### src/rtl/mau_pkg.sv
package mau_pkg;

  // Data path width of operands, modulus and result
  localparam int WIDTH = 32;

  // Bit counter width for one shift-add pass over WIDTH bits
  localparam int CNT_W = $clog2(WIDTH);

  // Operation codes
  localparam logic [2:0] OP_ADD = 3'd0;
  localparam logic [2:0] OP_SUB = 3'd1;
  localparam logic [2:0] OP_MUL = 3'd2;
  localparam logic [2:0] OP_POW = 3'd3;
  localparam logic [2:0] OP_INV = 3'd4;
  localparam logic [2:0] OP_DIV = 3'd5;

endpackage

### src/rtl/modular_arithmetic_unit.sv
// Add and subtract reduce both operands, then add or subtract; multiply reduces and
// multiplies; power and inverse square and multiply over every exponent bit, and
// divide ends with one more multiply; modulus 0 or 1 or an unused code gives zero.
// One word at a time: a new word is taken in the cycle the result strobes.
// The shared shift-add modular step unit works one bit per cycle.
// Synchronous active-low reset returns to idle and sets the modulus to 1.
module modular_arithmetic_unit (
  input  logic                        clk,
  input  logic                        rst_n,
  input  logic                        start,
  output logic                        busy,
  input  logic [2:0]                  in_operation,
  input  logic [mau_pkg::WIDTH-1:0]   in_operand_a,
  input  logic [mau_pkg::WIDTH-1:0]   in_operand_b,
  output logic                        out_valid,
  output logic [mau_pkg::WIDTH-1:0]   out_result,
  input  logic                        cfg_valid,
  output logic                        cfg_ready,
  input  logic [mau_pkg::WIDTH-1:0]   cfg_modulus
);
  import mau_pkg::*;

  localparam int W = WIDTH;
  localparam logic [CNT_W-1:0] CNT_LAST = CNT_W'(WIDTH - 1);

  typedef enum logic [6:0] {
    S_IDLE    = 7'b0000001,
    S_RED_A   = 7'b0000010,
    S_RED_B   = 7'b0000100,
    S_POW_SQ  = 7'b0001000,
    S_POW_MUL = 7'b0010000,
    S_MUL_FIN = 7'b0100000,
    S_ALU     = 7'b1000000
  } state_t;

  state_t           state_r, state_nxt;
  logic [W-1:0]     modulus_r;
  logic [2:0]       op_r, op_nxt;
  logic             zero_r, zero_nxt;
  logic [W-1:0]     a_r, a_nxt;
  logic [W-1:0]     b_r, b_nxt;
  logic [W-1:0]     e_r, e_nxt;
  logic [W-1:0]     base_r, base_nxt;
  logic [W-1:0]     mx_r, mx_nxt;
  logic [W-1:0]     my_r, my_nxt;
  logic [W-1:0]     macc_r, macc_nxt;
  logic [CNT_W-1:0] cnt_r, cnt_nxt;
  logic [CNT_W-1:0] rnd_r, rnd_nxt;
  logic             out_valid_r, out_valid_nxt;
  logic [W-1:0]     out_result_r, out_result_nxt;

  // Load requests for the shared step unit
  logic             ld_mul;
  logic [W-1:0]     ld_x, ld_y;
  logic             round_end;

  // Shared step unit: acc = 2*acc + bit*x mod m
  logic [W+1:0] m_ext, st_sum, st_sub1, st_sub2;
  logic [W-1:0] st_res;
  logic         st_last;

  assign m_ext   = {2'b00, modulus_r};
  assign st_sum  = {1'b0, macc_r, 1'b0} + (my_r[W-1] ? {2'b00, mx_r} : {(W+2){1'b0}});
  assign st_sub1 = st_sum - m_ext;
  assign st_sub2 = st_sum - {m_ext[W:0], 1'b0};
  assign st_last = (cnt_r == {CNT_W{1'b0}});

  always_comb begin
    if (!st_sub2[W+1]) begin
      st_res = st_sub2[W-1:0];
    end else if (!st_sub1[W+1]) begin
      st_res = st_sub1[W-1:0];
    end else begin
      st_res = st_sum[W-1:0];
    end
  end

  // Add and subtract on reduced operands
  logic [W:0]   add_sum, add_red, sub_dif, sub_fix;
  logic [W-1:0] alu_res;

  assign add_sum = {1'b0, a_r} + {1'b0, b_r};
  assign add_red = add_sum - {1'b0, modulus_r};
  assign sub_dif = {1'b0, a_r} - {1'b0, b_r};
  assign sub_fix = sub_dif + {1'b0, modulus_r};

  always_comb begin
    if (zero_r) begin
      alu_res = {W{1'b0}};
    end else if (op_r == OP_ADD) begin
      alu_res = add_red[W] ? add_sum[W-1:0] : add_red[W-1:0];
    end else begin
      alu_res = sub_dif[W] ? sub_fix[W-1:0] : sub_dif[W-1:0];
    end
  end

  assign busy      = (state_r != S_IDLE);
  assign cfg_ready = (state_r == S_IDLE) && !start;

  // Sequencer
  always_comb begin
    state_nxt      = state_r;
    op_nxt         = op_r;
    zero_nxt       = zero_r;
    a_nxt          = a_r;
    b_nxt          = b_r;
    e_nxt          = e_r;
    base_nxt       = base_r;
    mx_nxt         = mx_r;
    my_nxt         = my_r;
    macc_nxt       = macc_r;
    cnt_nxt        = cnt_r;
    rnd_nxt        = rnd_r;
    out_valid_nxt  = 1'b0;
    out_result_nxt = out_result_r;
    ld_mul         = 1'b0;
    ld_x           = {W{1'b0}};
    ld_y           = {W{1'b0}};
    round_end      = 1'b0;

    // Advance the step unit in every multiply state
    if (state_r != S_IDLE && state_r != S_ALU) begin
      macc_nxt = st_res;
      my_nxt   = {my_r[W-2:0], 1'b0};
      cnt_nxt  = cnt_r - 1'b1;
    end

    unique case (state_r)
      S_IDLE: begin
        if (start) begin
          op_nxt = in_operation;
          e_nxt  = in_operand_b;
          b_nxt  = in_operand_b;
          if (modulus_r <= {{(W-1){1'b0}}, 1'b1} || in_operation > OP_DIV) begin
            zero_nxt  = 1'b1;
            state_nxt = S_ALU;
          end else begin
            zero_nxt  = 1'b0;
            ld_mul    = 1'b1;
            ld_x      = {{(W-1){1'b0}}, 1'b1};
            ld_y      = in_operand_a;
            state_nxt = S_RED_A;
          end
        end
      end
      S_RED_A: begin
        if (st_last) begin
          a_nxt     = st_res;
          ld_mul    = 1'b1;
          ld_x      = {{(W-1){1'b0}}, 1'b1};
          ld_y      = b_r;
          state_nxt = S_RED_B;
        end
      end
      S_RED_B: begin
        if (st_last) begin
          b_nxt   = st_res;
          rnd_nxt = CNT_LAST;
          if (op_r == OP_ADD || op_r == OP_SUB) begin
            state_nxt = S_ALU;
          end else if (op_r == OP_MUL) begin
            ld_mul    = 1'b1;
            ld_x      = a_r;
            ld_y      = st_res;
            state_nxt = S_MUL_FIN;
          end else begin
            // Power family: start from 1 and square first
            base_nxt = (op_r == OP_DIV) ? st_res : a_r;
            if (op_r != OP_POW) begin
              e_nxt = modulus_r - {{(W-2){1'b0}}, 2'd2};
            end
            ld_mul    = 1'b1;
            ld_x      = {{(W-1){1'b0}}, 1'b1};
            ld_y      = {{(W-1){1'b0}}, 1'b1};
            state_nxt = S_POW_SQ;
          end
        end
      end
      S_POW_SQ: begin
        if (st_last) begin
          if (e_r[W-1]) begin
            ld_mul    = 1'b1;
            ld_x      = base_r;
            ld_y      = st_res;
            state_nxt = S_POW_MUL;
          end else begin
            round_end = 1'b1;
          end
        end
      end
      S_POW_MUL: begin
        if (st_last) begin
          round_end = 1'b1;
        end
      end
      S_MUL_FIN: begin
        if (st_last) begin
          out_valid_nxt  = 1'b1;
          out_result_nxt = st_res;
          state_nxt      = S_IDLE;
        end
      end
      S_ALU: begin
        out_valid_nxt  = 1'b1;
        out_result_nxt = alu_res;
        state_nxt      = S_IDLE;
      end
      default: begin
        state_nxt = S_IDLE;
      end
    endcase

    // Close one exponent bit: next square, final multiply or done
    if (round_end) begin
      e_nxt = {e_r[W-2:0], 1'b0};
      if (rnd_r == {CNT_W{1'b0}}) begin
        if (op_r == OP_DIV) begin
          ld_mul    = 1'b1;
          ld_x      = a_r;
          ld_y      = st_res;
          state_nxt = S_MUL_FIN;
        end else begin
          out_valid_nxt  = 1'b1;
          out_result_nxt = st_res;
          state_nxt      = S_IDLE;
        end
      end else begin
        rnd_nxt   = rnd_r - 1'b1;
        ld_mul    = 1'b1;
        ld_x      = st_res;
        ld_y      = st_res;
        state_nxt = S_POW_SQ;
      end
    end

    // Load a new multiply pass
    if (ld_mul) begin
      mx_nxt   = ld_x;
      my_nxt   = ld_y;
      macc_nxt = {W{1'b0}};
      cnt_nxt  = CNT_LAST;
    end
  end

  // Control registers
  always_ff @(posedge clk) begin
    if (!rst_n) begin
      state_r     <= S_IDLE;
      out_valid_r <= 1'b0;
      modulus_r   <= {{(W-1){1'b0}}, 1'b1};
    end else begin
      state_r     <= state_nxt;
      out_valid_r <= out_valid_nxt;
      if (cfg_valid && cfg_ready) begin
        modulus_r <= cfg_modulus;
      end
    end
  end

  // Data path registers
  always_ff @(posedge clk) begin
    op_r         <= op_nxt;
    zero_r       <= zero_nxt;
    a_r          <= a_nxt;
    b_r          <= b_nxt;
    e_r          <= e_nxt;
    base_r       <= base_nxt;
    mx_r         <= mx_nxt;
    my_r         <= my_nxt;
    macc_r       <= macc_nxt;
    cnt_r        <= cnt_nxt;
    rnd_r        <= rnd_nxt;
    out_result_r <= out_result_nxt;
  end

  assign out_valid  = out_valid_r;
  assign out_result = out_result_r;

  // Result always lies below the modulus, or is zero for a trivial modulus
  a_res_range: assert property (@(posedge clk) disable iff (!rst_n)
    out_valid_r |-> ((modulus_r <= {{(W-1){1'b0}}, 1'b1}) ?
                     (out_result_r == {W{1'b0}}) : (out_result_r < modulus_r)))
    else $error("result out of range");

  // A result strobe follows a busy cycle
  a_res_after_busy: assert property (@(posedge clk) disable iff (!rst_n)
    out_valid_r |-> $past(busy))
    else $error("result without work");

  // Strobe lasts one cycle per word
  a_single_strobe: assert property (@(posedge clk) disable iff (!rst_n)
    out_valid_r |=> !out_valid_r)
    else $error("strobe repeated");

  // An accepted word makes the block busy
  a_accept_busy: assert property (@(posedge clk) disable iff (!rst_n)
    (start && !busy) |=> busy)
    else $error("accept did not start work");

  // Modulus holds while a word is at work
  a_mod_stable: assert property (@(posedge clk) disable iff (!rst_n)
    (busy && $past(busy)) |-> $stable(modulus_r))
    else $error("modulus changed during work");

endmodule

### config.mk
export PLATFORM = sky130hd
export DESIGN_NAME = modular_arithmetic_unit
export DESIGN_NICKNAME = d
export VERILOG_FILES = /design/src/rtl/mau_pkg.sv /design/src/rtl/modular_arithmetic_unit.sv
export SDC_FILE = /design/constraint.sdc
export NUM_CORES = 1
export LEC_CHECK = 0
export ABC_AREA = 1
export BUFFER_PORTS_ARGS = -buffer_cell sky130_fd_sc_hd__buf_2
export CELL_PAD_IN_SITES_DETAIL_PLACEMENT = 0
export CELL_PAD_IN_SITES_GLOBAL_PLACEMENT = 2
export CORE_MARGIN = 2
export CORE_UTILIZATION = 39
export DETAILED_ROUTE_END_ITERATION = 16
export PLACE_DENSITY_LB_ADDON = 0.1
export SYNTH_ARGS = -nofsm -noshare
export SYNTH_HDL_FRONTEND = slang
export SYNTH_SLANG_ARGS = --single-unit
### constraint.sdc
create_clock -name clk -period 14.3 [get_ports clk]
set_input_delay 2.86 -clock clk [delete_from_list [all_inputs] [get_ports clk]]
set_output_delay 2.86 -clock clk [all_outputs]
set_load 0.03 [all_outputs]
; Word level (Yosys, flattened, before mapping)
; Cells that the tools add are included.
; Widths: inputs -> output; s select.
[totals]
elab_cells = 161
in_bits = 103
output_inout_bits = 35
register_bits = 310
[classes]
eq_ne = 28
addsub = 10
n_reduce_logical = 19
bitwise = 2
magnitude_cmp = 2
n_mux = 84
[ops]
columns = operator, count
row1 = $mux 32, 40
row2 = $pmux 32 s4, 2
row3 = $pmux 32 s2, 3
row4 = $mux 7, 10
row5 = $pmux 7 s6, 1
row6 = $add 33x32->34, 1
row7 = $sub 34x32->34, 1
row8 = $sub 34x33->34, 1
row9 = $add 32x32->33, 1
row10 = $sub 32x32->33, 1
row11 = $sub 33x32->33, 1
row12 = $add 32x32->32, 1
row13 = $le 32x1->1 const B, 1
row14 = $sub 32x2->32 const B, 1
row15 = $ne 3x3->1 const B, 9
row16 = $mux 5, 4
row17 = $mux 1, 19
row18 = $mux 6, 2
row19 = $ne 2x2->1 const B, 6
row20 = $reduce_and 6->1, 2
row21 = $logic_not 5->1, 2
row22 = $sub 5x1->5 const B, 2
row23 = $eq 7x1->1 const B, 1
row24 = $eq 7x2->1 const B, 1
row25 = 25 further kinds, 32

; Logic depth before layout (Yosys ltp)
; Gate-level depths: netlist of run 1.
[depth]
word_depth = 13
mapped_depth = 35
depth_no_buf = 33

; Worst setup path after synthesis of run 1
; No wires, ideal clock.
[synth_timing]
kind = input to register
start = input start
end = register e_r[10], enable pin
setup_ns = 0.389
arrival_time_ns = 6.065
setup_slack_ns = 7.846
cell_stages = 6
required_time_ns = 13.911
cell_sequence = nor2_1 -> inv_1 -> nand2_1 -> a21oi_1 -> o21ai_0 -> nand2_1
[synth_between]
elab_chain_len = 2
[synth_lines]
columns = item, line
row1 = from (decl), modular_arithmetic_unit.sv:10  ; input logic start,
row2 = $ne 3x3->1 (no source line), -
row3 = $reduce_and 6->1 (no source line), -
row4 = to (signal assigned), modular_arithmetic_unit.sv:266  ; e_r <= e_nxt;
row5 = to (decl), modular_arithmetic_unit.sv:42  ; logic [W-1:0] e_r, e_nxt;
; Every way passes these cells.
; A chain may end at the register's enable or synchronous reset.

; Final worst setup path of run 1
[layout_timing]
start = input start
end = output cfg_ready
[layout_between]
elab_chain_len = 2
[layout_lines]
columns = item, line
row1 = $logic_not 1->1, modular_arithmetic_unit.sv:98  ; assign cfg_ready = (state_r == S_IDLE) && !start;
row2 = $logic_and 1x1->1, modular_arithmetic_unit.sv:98
row3 = to (decl), modular_arithmetic_unit.sv:18  ; output logic cfg_ready,
; Every way passes these cells.

==> results of run 1 <==
-- logic make-up (layout without fill, tap and decap cells) --
family,Yosys count,after routing,synth area share [%]
adders and majority gates,232,232,9.97
other,0,1,0
DFF,310,310,27.5
buffers and inverters,735,861,9.86
and+or+nand+nor,1962,1962,28.9
AOI/OAI and AO/OA,969,969,18.7
xor gates and xnor gates,170,170,5.02
-- critical path, stage by stage --
cell and delay, ps:
buf_2 100, nor2_1 560, buf_2 320
-- final cells by class --
type | instances | area [sq um] | share of cell area (%)
Inverter | 606 | 2280 | 6.98
Timing Repair Buffer | 181 | 1020 | 3.11
Clock inverter | 26 | 282 | 0.863
Clock buffer | 48 | 1070 | 3.29
Antenna cell | 1 | 2.50 | 0.00767
Sequential cell | 310 | 8160 | 25.0
Tap cell | 978 | 1220 | 3.75
Multi-Input combinational cell | 3333 | 18600 | 57.0
-- placed cells by master, fill, tap and decap left out, types with 8 or more instances in the layout --
cell | netlist | layout
nand4_1 | 54 | 54
inv_1 | 562 | 561
buf_4 | 10 | 44
o21ai_2 | 24 | 24
nor4_1 | 22 | 21
nor2_1 | 347 | 342
nor2_2 | 8 | 11
nor3_1 | 46 | 45
buf_2 | 25 | 137
nand2_4 | 11 | 11
clkbuf_16 | 0 | 42
o22ai_1 | 12 | 12
nand2_2 | 50 | 51
dfxtp_1 | 115 | 115
inv_2 | 40 | 41
clkinv_1 | 3 | 8
a31oi_1 | 49 | 49
o211ai_1 | 39 | 39
xor2_1 | 109 | 109
o21bai_1 | 31 | 31
nand3b_1 | 16 | 16
ha_1 | 225 | 225
o21ai_1 | 53 | 53
nand3_1 | 241 | 241
or2_2 | 19 | 19
o21ai_0 | 315 | 315
a21oi_1 | 338 | 337
edfxtp_1 | 195 | 195
xnor2_1 | 61 | 61
nand2_1 | 1097 | 1096
a22oi_1 | 20 | 20
a21boi_0 | 11 | 11
nand3_2 | 25 | 25
a21o_1 | 26 | 26
-- per-stage QoR --
step	setup slack, ps	instance area, sq um
after detailed placement	7570	31300
after CTS	7560	32600
after floorplan	7850	29600
after global routing	7350	32600
final	7580	32600
after global placement	7570	31300
-- path summary, 6_finish.rpt --
path,from,endpoint,cells past startpoint
setup / recovery,start,cfg_ready,3
hold / removal,macc_r[30],macc_r[30],2
setup reg to reg,my_r[31],my_r[23],27
hold reg to reg,macc_r[30],macc_r[30],2
-- routing by layer --
layer,GRT usage [%],vias to the layer above
met2,63.9,1404
met1,50.4,14800
met3,6.63,292
met5,0,-
met4,20.8,2
li1,-,14800
-- sequential cells by signal, summed over array words and instances (netlist names) --
| signal | cells |
|---|---|
| a_r | 32 |
| b_r | 32 |
| base_r | 32 |
| cnt_r | 5 |
| e_r | 32 |
| macc_r | 32 |
| modulus_r | 32 |
| mx_r | 32 |
| my_r | 32 |
| op_r | 3 |
| out_result | 32 |
| out_valid | 1 |
| rnd_r | 5 |
| state_r | 7 |
| zero_r | 1 |
==> metrics.cfg, run 1 <==
[run_status]
status=finished clean

[synth]
synth_common_cells=1097 x nand2_1, 562 x inv_1, 347 x nor2_1
synth.distinct_cells=67
synth_edf_count=195
synth_area_sq_mm=0.0296
synth_warnings=0
synthFlopType=edfxtp_1
yosysMostFrequentCell=nand2_1
synth_seq_area_share_pct=27.5
synth_cells=4378
synth_top_cell_by_area=edfxtp_1
synth_area_leaders=edfxtp_1 20%, nand2_1 14%, ha_1 9.5%
async_flop_share_pct=0
yosys_register_bits=310
syn_nets=4713
synth_top_area_share_pct=19.8
syn_area_per_cell_sq_um=6.77

[route]
num_vias=31300
final_antenna_net_count=0
drt-met1-wl_um=64100
wl_um=157000
wl_met3_um=12700
drc=0
dr.pass1.iters=8
drt_iter0_markers=3218
wire_per_inst_um=28.7
highest_layer=met5
wl_met2_um=70800
avgViaCountPerCell=5.71

[sta]
whs_ps=472
fin_crit_sh_pct=47.0
setup_viol=0
grt_setup_unrepaired=false
max_freq_mhz=149
min_period_ps=6720
finalHoldViolations=0
slew_violations=0
worst_slew_pin_slew_ps=1280
relSlewSlack_pct=13.6
skew_ps=33.9
totalNegativeSetupSlack_ps=0

[clocking]
cts_resized=0
cts_buffer_depth=3
postCtsSetupBuffers=0
cts.sinks=310
clk_latency_ps=610
clockRootBuffer=clkbuf_16
numCtsBuffers=40
h-tree-depth=2
cts_tree=done
clk_pin_slew_ps=60
holdBufCountCts=0

[final_layout]
drive_gt1_share_pct=10.2
fin_util_pct=43.2
nets=4807
syn2layout_area_growth_pct=10.1
finalNonFillerCells=5483
fill_cells=8203

[critical_path]
cp.arrival_ps=3860
cp-end-kind=output port
worst-endpoint-required_ps=11440
crit_type=in -> out
critPathLaunchType=primary input
cp_max_fo=4
r2r_setup_slack_ps=7720

[hold_path]
hold_path_class=reg -> reg

[floorplan]
rows=101
fp.dieH_um=280
dieArea_sq_mm=0.0782
die_x_um=280
core_sq_mm=0.0756
start_util_pct=39.2
ios=138

[placed_design]
placed_cells=5408
port_buffers=137
hpwl_um=129000
place_congestion=0.998

[grt]
grt.total_usage_pct=39.5
grt_first_pass_wirelength_um=219000
grt_pass1_vias=29700
grt_remaining_overflow=0
grt_max_degree=64
antenna_found_initial=9

[job]
max_cap_viol_count=0

Power of run 1 is not shown: default switching activity piles up to over one toggle a cycle in this logic, so the estimate is an artifact.
==> run 2: changes to the inputs <==
--- a/config.mk
+++ b/config.mk
@@ -10,7 +10,7 @@
 export CELL_PAD_IN_SITES_DETAIL_PLACEMENT = 0
 export CELL_PAD_IN_SITES_GLOBAL_PLACEMENT = 2
 export CORE_MARGIN = 2
-export CORE_UTILIZATION = 39
+export CORE_UTILIZATION = 36
 export DETAILED_ROUTE_END_ITERATION = 16
 export PLACE_DENSITY_LB_ADDON = 0.1
 export SYNTH_ARGS = -nofsm -noshare
==> constraint.sdc (replaced) <==
create_clock -name clk -period 6.3 [get_ports clk]
set_input_delay 1.26 -clock clk [delete_from_list [all_inputs] [get_ports clk]]
set_output_delay 1.26 -clock clk [all_outputs]
set_load 0.03 [all_outputs]
==> run 2 against run 1 <==
First-iteration DRC count increased by 17%. Clock-buffer cell count shrank 5. Final area is 2.0% higher. Hold slack got worse by 5.4 ps. Largest cell class unchanged.
==> metrics.cfg, run 2 (synthesis gave the netlist of run 1 again) <==
[run_status]
status=finished clean

[final_layout]
final_common_cell=nand2_1
fin_util_pct=40.7
most-common-layout-cells=1096 x nand2_1, 560 x inv_1, 340 x nor2_1
nets=4872
syn2layout_area_growth_pct=12.4
drive_gt1_share_pct=11.6
fill_cells=8967

[critical_path]
cp_common_cell=nand3_1
worstRegToRegCells=21
worst-endpoint-required_ps=6780
cp-end-kind=register
slowest_delay_ps=670
critPathLaunchType=register
cp_max_fo=4
r2r_start=b_r[1]
cp.arrival_ps=6450
rr_endpoint=out_result[19]
cp_slowest_cell=o31ai_1
timing.critical_path.cells=inv_1 > ha_1 > nand3_1 > nand2_1 > a21boi_0 > o31ai_1 > xor2_1 > ha_1 > nand2_1 > inv_1 > a21boi_0 > nand3_1 > a21oi_1 > o21ai_0 > or2_2 > nand3_1 > nand3_1 > nand3_1 > nand3b_1 > nand2_1 > inv_1
crit_type=reg -> reg
r2r_setup_slack_ps=330

[clocking]
cts_tree=done
cts.sinks=310
clk_pin_slew_ps=60
clockRootBuffer=clkbuf_16
h-tree-depth=2
holdBufCountCts=0
cts_buffer_depth=3
clk_latency_ps=600
cts_resized=0
numCtsBuffers=39
postCtsSetupBuffers=0

[route]
drc=0
avgViaCountPerCell=5.68
dr.pass1.iters=6
wire_per_inst_um=29.0
num_vias=32000
drt_iter0_markers=3771
final_antenna_net_count=0
wl_um=164000

[job]
max_cap_viol_count=0

[floorplan]
ios=138
rows=105
die_x_um=291
core_sq_mm=0.0818
fp.dieH_um=291
start_util_pct=36.2
dieArea_sq_mm=0.0846

[grt]
grt_max_degree=54
antenna_found_initial=19
grt.total_usage_pct=37.6
grt_remaining_overflow=0
grt_pass1_vias=29800
grt_first_pass_wirelength_um=227000

[sta]
totalNegativeSetupSlack_ps=0
skew_ps=31.3
grt_setup_unrepaired=false
setup_viol=0
fin_crit_sh_pct=94.7
worst_slew_pin_slew_ps=1160
max_freq_mhz=168
relSlewSlack_pct=21.6
finalHoldViolations=0
slew_violations=0
min_period_ps=5970

[hold_path]
hold_path_class=reg -> reg
hold_end=macc_r[30]
worstHoldStart=macc_r[30]
min_path_cells=2

[placed_design]
place_congestion=1.02
port_buffers=137
hpwl_um=135000

==> run 2: cell type report <==
| class | count | area, sq um | area share, % |
|---|---|---|---|
| well taps | 1070 | 1340 | 4.02 |
| repair buffers | 247 | 1590 | 4.76 |
| flip-flops and latches | 310 | 8160 | 24.5 |
| multi-input cells | 3333 | 18600 | 55.9 |
| clock inverters | 28 | 294 | 0.883 |
| diodes | 6 | 15.0 | 0.0451 |
| clock buffers | 43 | 1020 | 3.07 |
| inverters | 606 | 2280 | 6.84 |
==> run 2: worst max path at each step <==
stage,startpoint,endpoint,depth (start not counted)
after floorplan,start,e_r[10],6
after global placement,my_r[31],mx_r[8],31
after detailed placement,my_r[31],mx_r[24],33
after CTS,my_r[31],my_r[30],25
after global routing,my_r[31],mx_r[8],32
final,b_r[1],out_result[19],21
==> run 2: per-stage QoR <==
stage | std cells | hold slack [ps] | cell area, sq um | setup slack, ps
after floorplan | 4378 | 425 | 29600 | 1450
after global placement | 5565 | 450 | 32000 | 503
after detailed placement | 5565 | 454 | 32000 | 470
after CTS | 5636 | 470 | 33300 | 463
after global routing | 5638 | 486 | 33300 | 254
final | 5643 | 467 | 33300 | 333
==> run 2: layer usage <==
| metal | routed length (um) | global-route usage [%] | part of all wire [%] |
|---|---|---|---|
| met5 | 17 | 0 | 0.010 |
| met4 | 8740 | 17.5 | 5.3 |
| met3 | 14800 | 7.02 | 9.1 |
| met2 | 70800 | 57.9 | 43 |
| met1 | 69200 | 50.9 | 42 |
==> run 2: critical path, delay by kind of cell, from the launching register on <==
kind	cells	cell delay, ps
compound gates	5	2190
simple gates	10	1800
fa+ha+maj	2	680
flops	1	630
xor+xnor	1	310
buf+inv	3	250
Power of run 2 is left out for the same reason.
